===== src/hw/rtl/bki_pkg.sv =====
// shared constants, types and step functions for the bezier inbetween pipeline
`timescale 1ns / 1ps
`default_nettype none

package bki_pkg;

    localparam int VALUE_WIDTH   = 32;
    localparam int FRACTION_BITS = 16;
    localparam int COUNT_WIDTH   = 8;

    // control point numerator, curve values, lerp difference and product widths
    localparam int NUM_W = VALUE_WIDTH + 3;
    localparam int LV_W  = VALUE_WIDTH + 2;
    localparam int DF_W  = VALUE_WIDTH + 3;
    localparam int PR_W  = DF_W + FRACTION_BITS + 1;

    // divide by three: radix-4 digits spread over the divider stages
    localparam int DIV_STAGES = 3;
    localparam int D3_DIGITS  = (NUM_W + 2) / 2;
    localparam int D3_PER     = (D3_DIGITS + DIV_STAGES - 1) / DIV_STAGES;
    localparam int MP_W       = 2 * DIV_STAGES * D3_PER;

    // t divider: quotient bits per divider stage
    localparam int TD_PER = (FRACTION_BITS + DIV_STAGES - 1) / DIV_STAGES;

    // pipeline shape
    localparam int FRONT_STAGES = DIV_STAGES + 2;
    localparam int LANE_STAGES  = 3;
    localparam int LERP_LEVELS  = 3;
    localparam int NSTAGE       = FRONT_STAGES + LERP_LEVELS * LANE_STAGES + 1;

    localparam logic [MP_W-1:0]  DIV3_BIAS = MP_W'(3) << (NUM_W - 1);
    localparam logic [NUM_W-1:0] DIV3_OFF  = NUM_W'(1) << (NUM_W - 1);

    localparam logic [1:0] KIND_INTERIOR = 2'd0;
    localparam logic [1:0] KIND_FIRST    = 2'd1;
    localparam logic [1:0] KIND_LAST     = 2'd2;

    typedef logic signed [VALUE_WIDTH-1:0] value_t;
    typedef logic signed [LV_W-1:0]        lval_t;
    typedef logic [FRACTION_BITS-1:0]      frac_t;
    typedef logic [COUNT_WIDTH-1:0]        count_t;
    typedef logic [COUNT_WIDTH:0]          divisor_t;

    typedef struct packed {
        logic d;
        logic m;
        logic a;
    } lane_en_t;

    typedef struct packed {
        logic [MP_W-1:0] wa;
        logic [1:0]      ra;
        logic [MP_W-1:0] wb;
        logic [1:0]      rb;
        count_t          trem;
        frac_t           tq;
        value_t          s;
        value_t          e;
        logic            last;
    } front_t;

    // one radix-4 digit of a divide by three: returns {quotient digit, remainder}
    function automatic logic [3:0] div3_digit(input logic [3:0] cur);
        logic [1:0] q;
        logic [3:0] rr;
        if (cur >= 4'd9) begin
            q = 2'd3;
        end else if (cur >= 4'd6) begin
            q = 2'd2;
        end else if (cur >= 4'd3) begin
            q = 2'd1;
        end else begin
            q = 2'd0;
        end
        rr = cur - ({1'b0, q, 1'b0} + {2'b00, q});
        return {q, rr[1:0]};
    endfunction

    // one divider stage: a slice of both divide-by-three chains and of the t divider
    function automatic front_t div_pass(input front_t x, input divisor_t d, input int stage);
        front_t     y;
        logic [3:0] ga;
        logic [3:0] gb;
        divisor_t   r2;
        logic       tb;
        y = x;
        for (int i = 0; i < D3_PER; i++) begin
            ga   = div3_digit({y.ra, y.wa[MP_W-1 -: 2]});
            y.wa = {y.wa[MP_W-3:0], ga[3:2]};
            y.ra = ga[1:0];
            gb   = div3_digit({y.rb, y.wb[MP_W-1 -: 2]});
            y.wb = {y.wb[MP_W-3:0], gb[3:2]};
            y.rb = gb[1:0];
        end
        for (int i = 0; i < TD_PER; i++) begin
            if (stage * TD_PER + i < FRACTION_BITS) begin
                r2 = {y.trem, 1'b0};
                if (r2 >= d) begin
                    r2 = r2 - d;
                    tb = 1'b1;
                end else begin
                    tb = 1'b0;
                end
                y.trem = r2[COUNT_WIDTH-1:0];
                y.tq   = {y.tq[FRACTION_BITS-2:0], tb};
            end
        end
        return y;
    endfunction

endpackage

`default_nettype wire


===== src/hw/rtl/bki_lerp_lane.sv =====
// one de casteljau lerp lane: difference, multiply, add, one register each
`timescale 1ns / 1ps
`default_nettype none

module bki_lerp_lane (
    input  wire logic              clk,
    input  wire bki_pkg::lane_en_t en,
    input  wire bki_pkg::lval_t    u,
    input  wire bki_pkg::lval_t    v,
    input  wire bki_pkg::frac_t    t,
    output bki_pkg::lval_t         y
);

    logic signed [bki_pkg::DF_W-1:0]   d_reg, d_next;
    bki_pkg::lval_t                    u1_reg, u2_reg, y_reg;
    logic signed [bki_pkg::PR_W-1:0]   p_reg, p_next;
    logic signed [bki_pkg::DF_W:0]     sh;
    logic signed [bki_pkg::DF_W:0]     sum;

    always_comb
    begin
        d_next = bki_pkg::DF_W'(v) - bki_pkg::DF_W'(u);
        p_next = bki_pkg::PR_W'(d_reg) * bki_pkg::PR_W'($signed({1'b0, t}));
        // arithmetic shift gives the floor of the scaled product
        sh     = p_reg[bki_pkg::PR_W-1:bki_pkg::FRACTION_BITS];
        sum    = sh + (bki_pkg::DF_W + 1)'(u2_reg);
    end

    always_ff @(posedge clk)
    begin
        if (en.d)
        begin
            d_reg  <= d_next;
            u1_reg <= u;
        end
        if (en.m)
        begin
            p_reg  <= p_next;
            u2_reg <= u1_reg;
        end
        if (en.a)
        begin
            y_reg <= sum[bki_pkg::LV_W-1:0];
        end
    end

    assign y = y_reg;

endmodule

`default_nettype wire


===== config.mk =====
export PLATFORM = sky130hd
export DESIGN_NAME = bki_lerp_lane
export DESIGN_NICKNAME = d
export VERILOG_FILES = /design/src/hw/rtl/bki_pkg.sv /design/src/hw/rtl/bki_lerp_lane.sv
export SDC_FILE = /design/constraint.sdc
export NUM_CORES = 2
export LEC_CHECK = 0
export ABC_AREA = 1
export BUFFER_PORTS_ARGS = -buffer_cell sky130_fd_sc_hd__buf_2
export CAP_MARGIN = 15
export CELL_PAD_IN_SITES_DETAIL_PLACEMENT = 0
export CELL_PAD_IN_SITES_GLOBAL_PLACEMENT = 1
export CORE_MARGIN = 3
export CORE_UTILIZATION = 40
export DETAILED_ROUTE_END_ITERATION = 8
export PLACE_DENSITY_LB_ADDON = 0.1
export SLEW_MARGIN = 10
export SYNTH_ARGS = -nofsm -noshare
export SYNTH_HDL_FRONTEND = slang
export SYNTH_SLANG_ARGS = --single-unit

===== constraint.sdc =====
create_clock -name clk -period 5.6 [get_ports clk]
set_input_delay 0.56 -clock clk [delete_from_list [all_inputs] [get_ports clk]]
set_output_delay 0.56 -clock clk [all_outputs]
set_load 0.01 [all_outputs]

==> Word-level counts from Yosys, hierarchy flattened <==
Cells that the tools add are included.
{ "word_totals": {"ff_bits": 187, "word_cells": 8, "output_inout_bits": 34, "in_bits": 88} }
{ "op_classes": {"mul": 1, "add_sub_neg": 2} }
{ "ops": {"columns": ["cell", "count"], "rows": [
  ["multiplier 35 x 17 -> 50 bit", 1],
  ["subtractor 34 x 34 -> 35 bit", 1],
  ["adder 34 bit", 1]
]} }

==> Depth between registers and ports, before layout <==
{ "logic_depth": {"word_depth": 1, "ltp_mapped": 29} }

==> Least setup slack after synthesis <==
OpenSTA, ideal clock, no wires.
{ "synth_path": {"path_type": "in2reg", "startpoint": "input port t[2]", "endpoint": "register p_reg[49] in the netlist's numbering, data pin", "path_slack_ns": -0.261, "setup_time_ns": 0.253, "path_stages": 23, "arrival_ns": 5.608, "path_cell_list": "clkbuf_1 -> nand2_1 -> inv_1 -> fa_1 -> inv_1 -> fa_1 -> inv_1 -> fa_1 -> fa_1 -> inv_1 -> fa_1 -> inv_1 -> fa_1 -> ha_1 -> nand2_1 -> nor3_1 -> nand2_1 -> nor2_1 -> nand2_1 -> a21oi_1 -> nor2_1 -> nand3_1 -> nand2_1"} }
{ "synth_via": {"elab_chain_len": 1} }
{ "synth_lines": {"columns": ["item", "line", "text"], "rows": [
  ["start, declared", "bki_lerp_lane.sv:10", "input wire bki_pkg::frac_t t,"],
  ["multiplier 35 x 17 -> 50 bit", "bki_lerp_lane.sv:23", "p_next = bki_pkg::PR_W'(d_reg) * bki_pkg::PR_W'($signed({1'b0, t}));"],
  ["net p_next (one bit)", "bki_lerp_lane.sv:16", "logic signed [bki_pkg::PR_W-1:0] p_reg, p_next;"],
  ["end signal, assigned", "bki_lerp_lane.sv:38", "p_reg <= p_next;"],
  ["end, declared", "bki_lerp_lane.sv:16", null]
]} }
The timed path passes the listed nets, and every way through them passes these cells.
A chain may end at the register's enable or synchronous reset.

==> Final worst setup path <==
{ "layout_path": {"startpoint": "register d_reg[34] in the netlist's numbering", "endpoint": "register p_reg[48] in the netlist's numbering, data pin"} }
{ "layout_via": {"elab_chain_len": 1} }
{ "layout_lines": {"columns": ["item", "line", "text"], "rows": [
  ["start, declared", "bki_lerp_lane.sv:14", "logic signed [bki_pkg::DF_W-1:0] d_reg, d_next;"],
  ["start signal, assigned", "bki_lerp_lane.sv:33", "d_reg <= d_next;"],
  ["multiplier 35 x 17 -> 50 bit", "bki_lerp_lane.sv:23", null],
  ["net p_next (one bit)", "bki_lerp_lane.sv:16", null]
]} }
The timed path passes the listed nets, and every way through them passes these cells.

==> results.toml <==
[outcome]
status = "complete, no violations"

[floorplan]
chipHeight_um = 281
die_area_mm2 = 0.0788
num_rows = 100
die_width_um = 281
start_util_pct = 40.5
io-pin-count = 122
coreArea_mm2 = 0.0746

[synth]
ys.flop_type = "edfxtp_1"
synthesis.nets = 4657
yosysSeqAreaShare_pct = 17.0
synth_edf_count = 171
netlist_area_mm2 = 0.0302
synthArstFlopShare_pct = 0
yosys_warnings = 0
syn-instance-count = 3867
avgSynthCellArea_um2 = 7.81
ys_seq_elements = 171
synth_cell_types = 36

[route]
vias = 24600
drtPass1Iterations = 5
wire_per_inst_um = 18.4
first_iter_violations = 1400
ant_nets = 0
drt_wl_total_mm = 95.7
vias_per_cell = 4.72
drc = 0

[sta]
slew_headroom_pct = 32.8
worstMarginPinSlew_ps = 1010
setup_viol = 0
post-route-min-period_ps = 5580
clock.fmax_mhz = 179
finalSetupTns_ps = 0
period_share_pct = 99.7
slew_violations = 0
skew_ps = 15.2
grt_setup_unrepaired = "yes"
finalHoldViolCount = 0

[clock_network]
h-tree-depth = 4
numCtsBuffers = 17
cts.clk_slew.worst_paths_ps = 80
hold_buffers = 0
worstSkewPairLatency_ps = 460
cts_tree = "done"
clock_sinks = 171
ctsLongestPathBuffers = 2
cts-root-buf = "clkbuf_16"

[placement]
portBuffers = 121
gp_congestion = 0.906
dp_hpwl_mm = 81.3

[cells_and_area]
layout_common_cells = "1030 x inv_1, 990 x nand2_1, 491 x fa_1"
drive_gt1_share_pct = 21.5
area_delta_synth_final_pct = 24.5
diodes = 0
final_common_cell = "inv_1"
layout.nets = 5019
largest_reg_flops = 35

[critical_path]
path_max_fanout = 7
worstPathRequired_ps = 5810
start_kind = "flop"
critical_path.endpoint_type = "flop"
cp.arrival_ps = 5790
crit_type = "reg -> reg"

[grt]
overflow = 0
gr-usage-met3_pct = 1.90
antenna_found_initial = 0
grtUsageTotal_pct = 24.7
grt_max_degree = 70
met1_usage_pct = 35.3
grt_pass1_wl_mm = 148
top_usage_layer = "met2"
grt_use_met2_pct = 42.2
grt_pass1_vias = 25600

[job]
cap_violations = 0

[min_path]
holdCritPathClass = "in -> reg"
timing repair:
action                                  CTS  global route
buffers inserted                          5            40
gates cloned                              0             4
endpoints found under the hold margin     0             0
endpoints found under the setup margin   32            34
pin swaps                                51           188
gates resized for setup                 109           398
logic make-up (layout without fill, tap and decap cells):
logic type / Yosys count / in the layout / share of synthesized area, %
AOI/OAI and AO/OA: 237 / 237 / 4.36
xor gates and xnor gates: 68 / 68 / 1.97
adders and majority gates: 702 / 702 / 42.0
buffers and inverters: 1226 / 1601 / 15.3
DFF: 171 / 171 / 17.0
and+or+nand+nor: 1463 / 1463 / 19.4
critical path, stage by stage (launching register included):
cell,delay [ps]
edfxtp_1,390
buf_6,160
nand2_4,80
inv_4,40
fa_2,580
inv_2,50
fa_2,620
inv_4,70
fa_1,450
fa_1,550
inv_1,60
fa_1,540
inv_2,40
fa_1,490
ha_4,340
nand2_4,80
nor3_2,220
nand2_2,120
nor3_1,190
nand2_1,110
nand4_1,100
nand2_1,50
cell usage after synthesis, types with 4 or more instances:
cell type  instances  area, um^2
nor2_1           162         608
xnor2_1           14         123
o21bai_1          19         143
nand2_1         1112        4170
inv_2              8        30.0
o21ai_1           15        75.1
a21oi_1          122         611
nand3_1          101         505
o21ai_0           49         245
clkbuf_1         129         484
nor2_2             6        37.5
fa_1             519       10400
a21oi_2            4        35.0
nand4_1           25         156
nand2_2            8        50.1
inv_1           1086        4080
o21a_1             6        45.0
a31oi_1            6        37.5
a21o_1             9        67.6
nor2_4             4        45.0
xor2_1            54         473
ha_1             183        2290
nand3b_1           7        52.6
nor3_1            23         115
edfxtp_1         171        5130
nor4_1             4        25.0
layout make-up:
type | instances | area (um^2)
clock buffer | 17 | 425
clock inverter | 15 | 188
tap | 969 | 1210
fill | 7379 | 37000
sequential | 171 | 5130
timing repair buffer | 475 | 4230
multi-input combinational | 2470 | 22300
inverter | 1094 | 4110
through the flow:
| stage | utilization [%] | setup slack, ps | area (um^2) | std cells | hold slack [ps] |
|---|---|---|---|---|---|
| after detailed placement | 46.4 | -540 | 34600 | 5136 | 405 |
| after CTS | 47.9 | -36.9 | 35700 | 5171 | 272 |
| final | 50.4 | 17.0 | 37600 | 5211 | 293 |
| after global routing | 50.4 | -177 | 37600 | 5211 | 270 |
| after floorplan | - | -5.58 | 30200 | 3867 | 400 |
| after global placement | 46.4 | -507 | 34600 | 5136 | 401 |
final timing paths:
| check | start | end | slack (ps) | cells past startpoint |
|---|---|---|---|---|
| worst min-delay path | u[33] | u1_reg[33]$_DFFE_PP_ | 290 | 1 |
| worst max-delay path | d_reg[34]$_DFFE_PP_ | p_reg[48]$_DFFE_PP_ | 20 | 21 |
| worst min register to register | u1_reg[8]$_DFFE_PP_ | u2_reg[8]$_DFFE_PP_ | 420 | 0 |
| worst max register to register | d_reg[34]$_DFFE_PP_ | p_reg[48]$_DFFE_PP_ | 20 | 21 |
per-layer routing:
metal,vias to the layer above,part of all wire (%)
met5,-,0
met4,0,1.4
met3,52,3.3
met2,417,48
met1,12200,47
li1,12000,-
Power is left out: the tool's default activity adds up to more than one toggle a clock period on the data nets, which glitch-free logic cannot reach.
