<file path="config.mk">
export PLATFORM = sky130hd
export DESIGN_NAME = bki_front
export DESIGN_NICKNAME = d
export VERILOG_FILES = /design/src/hw/rtl/bki_pkg.sv /design/src/hw/rtl/bki_front.sv
export SDC_FILE = /design/constraint.sdc
export NUM_CORES = 2
export LEC_CHECK = 0
export ABC_AREA = 1
export BUFFER_PORTS_ARGS = -buffer_cell sky130_fd_sc_hd__buf_2
export CORE_MARGIN = 10
export CORE_UTILIZATION = 62
export DETAILED_ROUTE_END_ITERATION = 7
export PLACE_DENSITY = 0.81
export SETUP_SLACK_MARGIN = 0.1
export SYNTH_ARGS = -nofsm -noshare
export SYNTH_HDL_FRONTEND = slang
export SYNTH_SLANG_ARGS = --single-unit
</file>
<file path="constraint.sdc">
create_clock -name clk -period 33.5 [get_ports clk]
set_input_delay 5.025 -clock clk [delete_from_list [all_inputs] [get_ports clk]]
set_output_delay 5.025 -clock clk [all_outputs]
set_load 0.02 [all_outputs]
</file>
<file path="src/hw/rtl/bki_pkg.sv">
// shared constants, types and step functions for the bezier inbetween pipeline
`timescale 1ns / 1ps
`default_nettype none

package bki_pkg;

    localparam int VALUE_WIDTH   = 32;
    localparam int FRACTION_BITS = 16;
    localparam int COUNT_WIDTH   = 8;

    // control point numerator, curve values, lerp difference and product widths
    localparam int NUM_W = VALUE_WIDTH + 3;
    localparam int LV_W  = VALUE_WIDTH + 2;
    localparam int DF_W  = VALUE_WIDTH + 3;
    localparam int PR_W  = DF_W + FRACTION_BITS + 1;

    // divide by three: radix-4 digits spread over the divider stages
    localparam int DIV_STAGES = 3;
    localparam int D3_DIGITS  = (NUM_W + 2) / 2;
    localparam int D3_PER     = (D3_DIGITS + DIV_STAGES - 1) / DIV_STAGES;
    localparam int MP_W       = 2 * DIV_STAGES * D3_PER;

    // t divider: quotient bits per divider stage
    localparam int TD_PER = (FRACTION_BITS + DIV_STAGES - 1) / DIV_STAGES;

    // pipeline shape
    localparam int FRONT_STAGES = DIV_STAGES + 2;
    localparam int LANE_STAGES  = 3;
    localparam int LERP_LEVELS  = 3;
    localparam int NSTAGE       = FRONT_STAGES + LERP_LEVELS * LANE_STAGES + 1;

    localparam logic [MP_W-1:0]  DIV3_BIAS = MP_W'(3) << (NUM_W - 1);
    localparam logic [NUM_W-1:0] DIV3_OFF  = NUM_W'(1) << (NUM_W - 1);

    localparam logic [1:0] KIND_INTERIOR = 2'd0;
    localparam logic [1:0] KIND_FIRST    = 2'd1;
    localparam logic [1:0] KIND_LAST     = 2'd2;

    typedef logic signed [VALUE_WIDTH-1:0] value_t;
    typedef logic signed [LV_W-1:0]        lval_t;
    typedef logic [FRACTION_BITS-1:0]      frac_t;
    typedef logic [COUNT_WIDTH-1:0]        count_t;
    typedef logic [COUNT_WIDTH:0]          divisor_t;

    typedef struct packed {
        logic d;
        logic m;
        logic a;
    } lane_en_t;

    typedef struct packed {
        logic [MP_W-1:0] wa;
        logic [1:0]      ra;
        logic [MP_W-1:0] wb;
        logic [1:0]      rb;
        count_t          trem;
        frac_t           tq;
        value_t          s;
        value_t          e;
        logic            last;
    } front_t;

    // one radix-4 digit of a divide by three: returns {quotient digit, remainder}
    function automatic logic [3:0] div3_digit(input logic [3:0] cur);
        logic [1:0] q;
        logic [3:0] rr;
        if (cur >= 4'd9) begin
            q = 2'd3;
        end else if (cur >= 4'd6) begin
            q = 2'd2;
        end else if (cur >= 4'd3) begin
            q = 2'd1;
        end else begin
            q = 2'd0;
        end
        rr = cur - ({1'b0, q, 1'b0} + {2'b00, q});
        return {q, rr[1:0]};
    endfunction

    // one divider stage: a slice of both divide-by-three chains and of the t divider
    function automatic front_t div_pass(input front_t x, input divisor_t d, input int stage);
        front_t     y;
        logic [3:0] ga;
        logic [3:0] gb;
        divisor_t   r2;
        logic       tb;
        y = x;
        for (int i = 0; i < D3_PER; i++) begin
            ga   = div3_digit({y.ra, y.wa[MP_W-1 -: 2]});
            y.wa = {y.wa[MP_W-3:0], ga[3:2]};
            y.ra = ga[1:0];
            gb   = div3_digit({y.rb, y.wb[MP_W-1 -: 2]});
            y.wb = {y.wb[MP_W-3:0], gb[3:2]};
            y.rb = gb[1:0];
        end
        for (int i = 0; i < TD_PER; i++) begin
            if (stage * TD_PER + i < FRACTION_BITS) begin
                r2 = {y.trem, 1'b0};
                if (r2 >= d) begin
                    r2 = r2 - d;
                    tb = 1'b1;
                end else begin
                    tb = 1'b0;
                end
                y.trem = r2[COUNT_WIDTH-1:0];
                y.tq   = {y.tq[FRACTION_BITS-2:0], tb};
            end
        end
        return y;
    endfunction

endpackage

`default_nettype wire

</file>
<file path="src/hw/rtl/bki_front.sv">
// front end: control point numerators, divide by three and t divider, control points
`timescale 1ns / 1ps
`default_nettype none

module bki_front (
    input  wire logic                                   clk,
    input  wire logic [bki_pkg::FRONT_STAGES-1:0]       en,
    input  wire bki_pkg::count_t                        n,
    input  wire logic signed [bki_pkg::VALUE_WIDTH-1:0] prev_value,
    input  wire logic signed [bki_pkg::VALUE_WIDTH-1:0] start_value,
    input  wire logic signed [bki_pkg::VALUE_WIDTH-1:0] end_value,
    input  wire logic signed [bki_pkg::VALUE_WIDTH-1:0] next_value,
    input  wire logic [1:0]                             segment_kind,
    input  wire logic [bki_pkg::COUNT_WIDTH-1:0]        frame_index,
    output bki_pkg::lval_t                              a,
    output bki_pkg::lval_t                              b,
    output bki_pkg::lval_t                              s,
    output bki_pkg::lval_t                              e,
    output bki_pkg::frac_t                              t
);

    logic signed [bki_pkg::NUM_W-1:0] p_x, s_x, e_x, x_x;
    logic signed [bki_pkg::NUM_W-1:0] ep_diff, xs_diff, na, nb;
    logic                             kind_first, kind_last;
    bki_pkg::count_t                  f_clamp;
    bki_pkg::divisor_t                d;
    bki_pkg::front_t                  st1_next;
    bki_pkg::front_t                  st_reg [0:bki_pkg::DIV_STAGES];

    logic signed [bki_pkg::NUM_W-1:0] qa, qb, a_w, b_w;
    bki_pkg::lval_t                   a_reg, b_reg, s_reg, e_reg;
    bki_pkg::frac_t                   t_reg;

    assign d = bki_pkg::divisor_t'(n) + bki_pkg::divisor_t'(1);

    always_comb
    begin
        p_x = bki_pkg::NUM_W'(prev_value);
        s_x = bki_pkg::NUM_W'(start_value);
        e_x = bki_pkg::NUM_W'(end_value);
        x_x = bki_pkg::NUM_W'(next_value);
        kind_first = (segment_kind == bki_pkg::KIND_FIRST);
        kind_last  = (segment_kind == bki_pkg::KIND_LAST);
        ep_diff = e_x - p_x;
        xs_diff = x_x - s_x;
        // sixths go as a floor halving followed by a floor third
        na = kind_first ? (e_x + e_x - x_x - s_x) : (ep_diff >>> 1);
        nb = kind_last  ? (s_x + s_x - p_x - e_x) : (xs_diff >>> 1);
        f_clamp = (frame_index > n) ? n : frame_index;

        st1_next.wa   = bki_pkg::MP_W'(na) + bki_pkg::DIV3_BIAS;
        st1_next.ra   = 2'd0;
        st1_next.wb   = bki_pkg::MP_W'(nb) + bki_pkg::DIV3_BIAS;
        st1_next.rb   = 2'd0;
        st1_next.trem = f_clamp;
        st1_next.tq   = '0;
        st1_next.s    = start_value;
        st1_next.e    = end_value;
        st1_next.last = kind_last;
    end

    always_ff @(posedge clk)
    begin
        if (en[0])
        begin
            st_reg[0] <= st1_next;
        end
        for (int k = 1; k <= bki_pkg::DIV_STAGES; k++)
        begin
            if (en[k])
            begin
                st_reg[k] <= bki_pkg::div_pass(st_reg[k-1], d, k - 1);
            end
        end
    end

    // remove the bias third and form the inner control points
    always_comb
    begin
        qa  = $signed(st_reg[bki_pkg::DIV_STAGES].wa[bki_pkg::NUM_W-1:0] - bki_pkg::DIV3_OFF);
        qb  = $signed(st_reg[bki_pkg::DIV_STAGES].wb[bki_pkg::NUM_W-1:0] - bki_pkg::DIV3_OFF);
        a_w = bki_pkg::NUM_W'($signed(st_reg[bki_pkg::DIV_STAGES].s)) + qa;
        b_w = st_reg[bki_pkg::DIV_STAGES].last
            ? bki_pkg::NUM_W'($signed(st_reg[bki_pkg::DIV_STAGES].e)) + qb
            : bki_pkg::NUM_W'($signed(st_reg[bki_pkg::DIV_STAGES].e)) - qb;
    end

    always_ff @(posedge clk)
    begin
        if (en[bki_pkg::FRONT_STAGES-1])
        begin
            a_reg <= a_w[bki_pkg::LV_W-1:0];
            b_reg <= b_w[bki_pkg::LV_W-1:0];
            s_reg <= bki_pkg::LV_W'($signed(st_reg[bki_pkg::DIV_STAGES].s));
            e_reg <= bki_pkg::LV_W'($signed(st_reg[bki_pkg::DIV_STAGES].e));
            t_reg <= st_reg[bki_pkg::DIV_STAGES].tq;
        end
    end

    assign a = a_reg;
    assign b = b_reg;
    assign s = s_reg;
    assign e = e_reg;
    assign t = t_reg;

endmodule

`default_nettype wire

</file>
* After elaboration in Yosys (flattened, before gate mapping)
Memories as Yosys holds them, arrays and structs flattened.
Cells that the tools add are included.
** Word-level totals
- Flip-flop bits (word level) :: 148
- RAM bits :: 660
- Input port bits :: 152
- Output and inout port bits :: 152
- Logic and storage cells :: 441
- Memories kept :: 1
** Memory list
- st_reg :: depth 4, bits a word 165, rd ports 4, clocked after memory_dff 0, wr ports 4, line bki_front.sv:28 : bki_pkg::front_t st_reg [0:bki_pkg::DIV_STAGES];
** Cells by class
- Add/sub/neg operators :: 104
- $lt $le $gt $ge :: 125
- Eq/ne operators :: 2
- Multiplexer cells :: 204
** Operators by type and width (count)
- $mux 24 :: 16
- $mux 2 :: 108
- $ge 4x2->1 const B :: 36
- $ge 4x3->1 const B :: 36
- $ge 4x4->1 const B :: 36
- $ge 9x9->1 :: 16
- $mux 8 :: 17
- $sub 8x8->8 :: 16
- $add 2x2->2 :: 36
- $add 35x35->36 const B :: 2
- $sub 2x2->2 :: 36
- $mux 35 :: 2
- $sub 34x32->35 :: 2
- $add 32x34->34 :: 2
- $sub 33x32->34 :: 2
- $sub 34x1->34 const B :: 2
- $add 32x32->33 :: 2
- $sub 32x32->33 :: 2
- $mux 1 :: 60
- $mux 34 :: 1
- $sub 32x34->34 :: 1
- $add 8x1->9 const B :: 1
- $gt 8x8->1 :: 1
- $eq 2x1->1 const B :: 1
- $eq 2x2->1 const B :: 1

* Depth between registers and ports, before layout
An unclocked memory read counts as a cell.
- Depth after elaboration :: 43
- Gate-level depth with buffers :: 75
- Gate-level depth less buffers :: 73

* Worst setup path before layout
No wires, ideal clock.
- Path kind :: input to register
- Start point :: input n[0]
- End point :: memory st_reg[2][82] in the netlist's numbering, data pin
- Setup time :: 253 ps
- Data arrival time :: 15375 ps
- Data required time :: 33247 ps
- Path slack :: 17872 ps
- Cell stages on the path :: 69
- Path buffers :: 4
- Path through :: ha_1 -> clkbuf_1 -> inv_1 -> nor2_1 -> xor2_1 -> ha_1 -> inv_1 -> o21ai_1 -> nor2_2 -> nor2_2 -> nor2_4 -> nand3_4 -> buf_4 -> nor2_1 -> a21oi_2 -> ha_1 -> nand2_1 -> nor2_1 -> (+33 left out) -> o21ai_0 -> ha_1 -> a21oi_1 -> nand2_1 -> a21oi_1 -> inv_1 -> a21oi_1 -> nor2_1 -> nor2_1 -> inv_1 -> a21oi_1 -> inv_1 -> a31oi_1 -> nand2_2 -> nand2_4 -> nand2_4 -> nand2_1 -> nand2_1
** RTL lines
- start, declared :: line bki_front.sv:8 : input wire bki_pkg::count_t n,
- end, declared :: line bki_front.sv:28

==> results.cfg <==
[status]
outcome = complete, no violations

[yosys]
avgSynthCellArea_um2 = 10.1
synth_edf_count = 748
synth-compound-area-share = 0.110
yosysWarnings = 0
syn_nets = 5139
synth_cell_types = 63
synth-seq-area-share = 0.496
synthSimpleGateAreaFrac = 0.140
ys.flop_type = edfxtp_1
synth_xor_area_frac = 0.0508
synth_top_family_by_area = adder cells
syn-cell-area_mm2 = 0.0453
synth_mux_area_frac = 0.000249
synth_cells = 4496
async_reset_ff_frac = 0
synth-adder-area-share = 0.147
yosys_register_bits = 748

[finish]
layoutNonFillerInstCount = 5878
largest_reg_flops = 600
fin_nets = 5502
area_growth_pct = 11.6
drive_gt1_frac = 0.113

[place]
gp_congestion = 0.952
numPortBuffers = 303
post-place-ws_ns = 16.32
dp.cells = 5743
dp_hpwl_um = 89800

[grt]
grt_pass1_wl_um = 178000
grt_pass1_vias = 32600
grt_use_met3 = 0.0401
antenna_found_initial = 13
grt_max_degree = 92
grt_busiest_layer = met2
grt.met2_usage = 0.441
grtUsageMet1 = 0.353
grt.total_usage = 0.267
grt-ovfl-total = 0

[critical_path]
arrival_ns = 17.12
critPathTopFamily = simple AND/OR/NAND/NOR gates
cp_data_required_time_ns = 33.87
reg2reg_to = st_reg[2][83]
cp_num_buf_inv = 15
slowest_stage = nor3_1
cpMostUsedCell = nand2_1
max_stage_delay_ns = 0.80
path_class = in2reg
cp-end-kind = flop
cp_max_fo = 32
ff2ff_path_depth = 68
r2r_start = st_reg[1][82]
startpoint_type = input pin
rrSetupSlack_ns = 22.02

[floorplanning]
die_h_um = 290
coreArea_mm2 = 0.0727
dieArea_mm2 = 0.0843
start_util = 0.623
die_w_um = 290
io_pins = 304
row_count = 99

[clock_tree]
postCtsSetupRepairBufs = 0
cts.sinks = 748
ctsRootBufferMaster = clkbuf_16
cts_inserted_buffers = 73
clock_tree.htree_level_count = 3
cts.clk_slew.worst_paths_ns = 0.06
tritoncts = built
cts-resized-gates = 0
cts_hold_buf = 0
clock_latency_ns = 0.64
clockBufferDepth = 3

[min_path]
whs_endpoint = st_reg[3][49]
min_path_type = reg2reg
holdCritStartpoint = st_reg[2][49]
holdPathStages = 0

[detailed_routing]
firstDrtPassIters = 5
routed_wl_um = 116000
drtAntennaViolNets = 0
drt_iter0_drc = 2937
drc = 0
vias = 33600
wl_per_cell_um = 19.7
vias_per_cell = 5.72

[sta]
max_clock_freq_mhz = 59.7
fin_setup_tns_ns = 0
skew_ns = 0.0275
fin_crit_ns = 16.75
finalCritPeriodShare = 0.500
setup_violations = 0
tightest_slew_ns = 1.12
max_slew_margin = 0.240
rsz0062_at_grt = false
final_hold_viol_count = 0
finalMaxSlewViolations = 0
setup_ws_ns = 16.75

[flow_run]
maxCapViolCount = 0
==> layer usage <==
metal	up-vias	share of wire
li1	16200	-
met1	15800	0.42
met3	239	0.078
met5	-	0.000095
met2	1317	0.47
met4	2	0.035
==> worst max path at each step <==
| stage | endpoint | depth (start not counted) | from | slack (ns) |
|---|---|---|---|---|
| 5_1_grt | st_reg[2][83] | 70 | n[0] | 15.57 |
| 2_1_floorplan | st_reg[2][82] | 69 | n[0] | 17.87 |
| 6_report | st_reg[2][83] | 73 | n[0] | 16.75 |
| 3_3_place_gp | st_reg[2][82] | 73 | n[0] | 16.53 |
| 3_5_place_dp | st_reg[2][83] | 73 | n[0] | 16.32 |
| 4_1_cts | st_reg[2][83] | 73 | n[0] | 16.96 |
==> cell usage in the layout, fill, tap and decap left out, types with 29 or more instances in the layout <==
master / instances
or2_2: 29
edfxtp_1: 748
nand4_1: 38
a21oi_1: 382
nor3_1: 39
xnor2_1: 74
inv_1: 608
ha_1: 423
fa_1: 68
o21ai_0: 264
a21boi_0: 40
o21ai_1: 33
xor2_1: 187
buf_2: 298
clkbuf_16: 73
nand3_1: 203
nand2_1: 809
nor2_1: 214
==> cells by family after synthesis <==
logic type                 count (synthesis)
DFF                                      748
buffers and inverters                    659
and+or+nand+nor                         1445
adders and majority gates                492
xor gates and xnor gates                 262
AOI/OAI and AO/OA                        889
muxes                                      1
==> cell usage after synthesis (all sizes together), types with 18 or more instances <==
master    n  area share
o21bai   26      0.0043
nor2    225       0.020
o211ai   29      0.0049
a31oi    23      0.0032
fa       68       0.030
inv     619       0.051
a21boi   45      0.0075
buf      18      0.0025
clkbuf   18      0.0015
ha      423        0.12
edfxtp  748        0.50
nand3   219       0.026
xnor2    74       0.014
xor2    188       0.037
or2      31      0.0043
nand4    38      0.0052
nand3b   28      0.0046
nand2   835       0.071
nor3     42      0.0050
o21ai   307       0.035
a21oi   386       0.043
==> final cells by class <==
class                           count  area [µm²]
Tap cell                          959        1200
Multi-Input combinational cell   3089       20300
Inverter                          623        2340
Fill cell                        5314       22100
Antenna cell                        5        12.5
Timing Repair Buffer              324        1710
Clock inverter                     51         666
Sequential cell                   748       22500
Clock buffer                       79        1850
==> stage by stage <==
stage | hold slack, ns | area (µm²) | utilization
2_1_floorplan | 0.400 | 45300 | -
3_3_place_gp | 0.400 | 48000 | 0.661
5_1_grt | 0.412 | 50600 | 0.695
4_1_cts | 0.405 | 50600 | 0.695
6_report | 0.402 | 50600 | 0.695
3_5_place_dp | 0.405 | 48000 | 0.661
Power is left out: the tool's default activity adds up to more than one toggle a clock period on the data nets, which glitch-free logic cannot reach.
